$ cat config.mk
export PLATFORM = sky130hd
export DESIGN_NAME = hoeb_ram
export DESIGN_NICKNAME = d
export VERILOG_FILES = /design/src/rtl/core/hoeb_ram.sv
export SDC_FILE = /design/constraint.sdc
export NUM_CORES = 1
export LEC_CHECK = 0
export ABC_AREA = 1
export BUFFER_PORTS_ARGS = -buffer_cell sky130_fd_sc_hd__clkbuf_2
export CORE_ASPECT_RATIO = 1.75
export CORE_MARGIN = 1.5
export CORE_UTILIZATION = 61
export DETAILED_ROUTE_END_ITERATION = 6
export GPL_ROUTABILITY_DRIVEN = 0
export GPL_TIMING_DRIVEN = 0
export PLACE_DENSITY = 0.88
export SETUP_SLACK_MARGIN = 0.5
export SLEW_MARGIN = 20
export SYNTH_ARGS = -nofsm -noshare
export SYNTH_HDL_FRONTEND = slang
export SYNTH_SLANG_ARGS = --single-unit
$ cat constraint.sdc
create_clock -name aclk -period 1.55 [get_ports aclk]
set_input_delay 0.31 -clock aclk [delete_from_list [all_inputs] [get_ports aclk]]
set_output_delay 0.31 -clock aclk [all_outputs]
set_load 0.01 [all_outputs]
$ cat src/rtl/core/hoeb_ram.sv
// Generic single-write, single-read synchronous RAM with registered read data.
// Standalone; width and depth come from its parameters.
module hoeb_ram #(
    parameter int WIDTH = 8,
    parameter int DEPTH = 16
) (
    input  logic                     aclk,
    input  logic                     we,
    input  logic [$clog2(DEPTH)-1:0] waddr,
    input  logic [WIDTH-1:0]         wdata,
    input  logic [$clog2(DEPTH)-1:0] raddr,
    output logic [WIDTH-1:0]         rdata
);

    logic [WIDTH-1:0] mem [DEPTH];

    always_ff @(posedge aclk) begin
        if (we) begin
            mem[waddr] <= wdata;
        end
        rdata <= mem[raddr];
    end

endmodule
==> summary.md <==
| Metric | Value |
|---|---|
| Status | complete, no violations |
| Largest incremental delay on the critical path | 0.31 ns |
| Max-cap viol count | 0 |
| Die Y | 132 µm |
| Routed wl met3 | 1.47 mm |
| Buf+Inv Stages, Crit Path | 1 |
| HP Start | raddr[2] |
| Worst VDD drop | 1010 µV |
| Root Buffer | clkbuf_16 |
| P&R area growth vs syn | 20.2% |
| Via count | 4294 |
| Reg-to-reg setup timing slack | 0.48 ns |
| CP Class | reg -> out |
| Gr ovfl total | 0 |
| Worst slew pin tran | 0.590 ns |
| Rows | 46 |
| DRT iter0 DRCs | 534 |
| Detail Route met2 WL | 7.82 mm |
| Overall Power | 0.00900 W |
| Register area share after synthesis | 69.4% |
| DP HPWL | 9.21 mm |
| Nets@finish | 614 |
| HP Class | in -> reg |
| Crit path launch | rdata[2]$_DFF_P_ |
| Syn avg cell area | 10.5 µm² |
| Core Region | 9150 µm² |
| DRT Pass-1 Iters | 6 |
| Reg-to-Reg Start | mem[10][2]$_DFFE_PP_ |
| Yosys top cell area share | 66.7% |
| Worst-Skew Late Latency | 0.43 ns |
| Wl on met1 | 4.62 mm |
| #FFs+latches synth | 136 |
| CP arrival | 0.85 ns |
| Detail Route Antenna Nets | 0 |
| F_max | 0.859 GHz |
| Netlist cell types | 12 |
| Leak | 2.97 nW |
| H-tree depth | 4 |
| Clock slew at reported path FFs | 0.06 ns |
| Vias in the first global route | 4220 |
| WHS | 0.295 ns |
| Syn nets | 569 |
| Clock buffer depth | 2 |
| Synthesized area | 5770 µm² |
| Tot GR Track Use | 31.5% |
| CTS buffer count | 17 |
| Fin. Hold Viols | 0 |
| Largest delay share family, worst path | flip-flops |
| Number of diodes | 0 |
| YS warnings | 0 |
| Shortest period the worst path allows | 1.16 ns |
| P per Cell Area | 1300 nW/µm² |
| I/O Pins | 26 |
| Cell chain of the critical path | buf_2 |
| First-pass GRT wire length | 22.4 mm |
| WP data required | 1.24 ns |
| Unrepaired setup endpoints after global routing | true |
| Initial antenna violation count | 0 |
| Endpoints failing setup | 0 |
| IO buf count | 22 |
| Vias per inst | 5.89 |
| DRC Markers | 0 |
| Max Slew Vio Count | 0 |
| Fraction of layout cells with a size suffix above 1 | 19.0% |
| Drt total wl | 15.2 mm |
| Pin count of the biggest net entering global routing | 17 |
| Worst Skew | 0.0125 ns |
| Die ar. | 10100 µm² |
| Horiz. Die Dim | 76.5 µm |
| Top cells by area, synth | edfxtp_1 (67%), nand2_1 (11%), nand3_1 (8.4%) |
| Routed length per instance | 20.9 µm |
| Syn Inst Count | 551 |
| Initial core utilization | 63.0% |
| Uppermost layer routed | met4 |
| Rel. slew slack | 60.7% |
| Crit start category | flop |
| Tcrit/Tclk final | 75.1% |
| Worst setup EP type | primary output |
| Crit path max fanout | 1 |
| TritonCTS clock tree | yes |
| Num Clock Sinks | 136 |
| Yosys top cell by area | edfxtp_1 |
| CP max stage cell | dfxtp_1 |
[flip-flops by register name, summed over array words and instances (netlist names)]
register  flops
mem         128
rdata         8
[cell usage after synthesis]
cell type,instances
buf_6,6
nand3b_1,2
inv_1,100
dfxtp_1,8
nand3_1,97
buf_1,1
edfxtp_1,128
nor2_1,17
buf_2,13
buf_4,4
inv_2,2
nand2_1,173
[where the power goes]
part | internal [W] | switching [W] | leakage [nW]
combinational | 0.000183 | 0.000441 | 1.45
sequential | 0.00411 | 0.0000230 | 1.22
clock | 0.00269 | 0.00155 | 0.300
total | 0.00699 | 0.00201 | 2.97
[final timing paths]
path | to | cells past startpoint
max | rdata[2] | 1
min | rdata[3]$_DFF_P_ | 4
max reg2reg | rdata[2]$_DFF_P_ | 6
min reg2reg | rdata[4]$_DFF_P_ | 6
[layout make-up]
class,count,area (µm²)
Buffer,24,179
Clock buffer,17,425
Clock inverter,15,201
Fill cell,511,2220
Inverter,102,383
Multi-Input combinational cell,289,1400
Sequential cell,136,4010
Tap cell,120,150
Timing Repair Buffer,26,194
[stage by stage]
| stage | setup WS (ns) | cell area [µm²] | setup TNS [ns] | std cells | utilization [%] |
|---|---|---|---|---|---|
| after detailed placement | -0.0716 | 6130 | -1.55 | 693 | 67.0 |
| final | 0.386 | 6930 | 0 | 729 | 75.8 |
| after CTS | 0.374 | 6770 | 0 | 725 | 73.9 |
| after floorplan | 0.366 | 5870 | 0 | 551 | - |
| after global routing | 0.368 | 6930 | 0 | 729 | 75.8 |
| after global placement | -0.0267 | 6130 | -0.249 | 693 | 67.0 |
[cells by family (layout without fill, tap and decap cells)]
| family | Yosys count | after routing | share of synthesized area (%) |
|---|---|---|---|
| simple gates | 289 | 289 | 21.0 |
| buf+inv | 126 | 184 | 9.52 |
| flops | 136 | 136 | 69.4 |
[cell usage in the layout (no fill, tap or decap), drive strengths merged]
cell / count
buf: 34
bufinv: 4
clkbuf: 33
clkinv: 6
clkinvlp: 3
dfxtp: 8
edfxtp: 128
inv: 104
nand2: 173
nand3: 97
nand3b: 2
nor2: 17
[timing repair]
| action | in CTS | in global routing |
|---|---|---|
| resized for setup | 2 | 37 |
| hold buffers | 0 | 0 |
| pin swaps | 0 | 6 |
| setup endpoints to repair | 56 | 63 |
| buffers inserted | 0 | 4 |
[per-layer routing]
metal / vias up / GRT usage [%]
li1: 1871 / -
met1: 1957 / 31.7
met2: 363 / 53.4
met3: 103 / 7.99
met4: 0 / 26.9
met5: - / 0
Power figures use the tool's default switching activity.
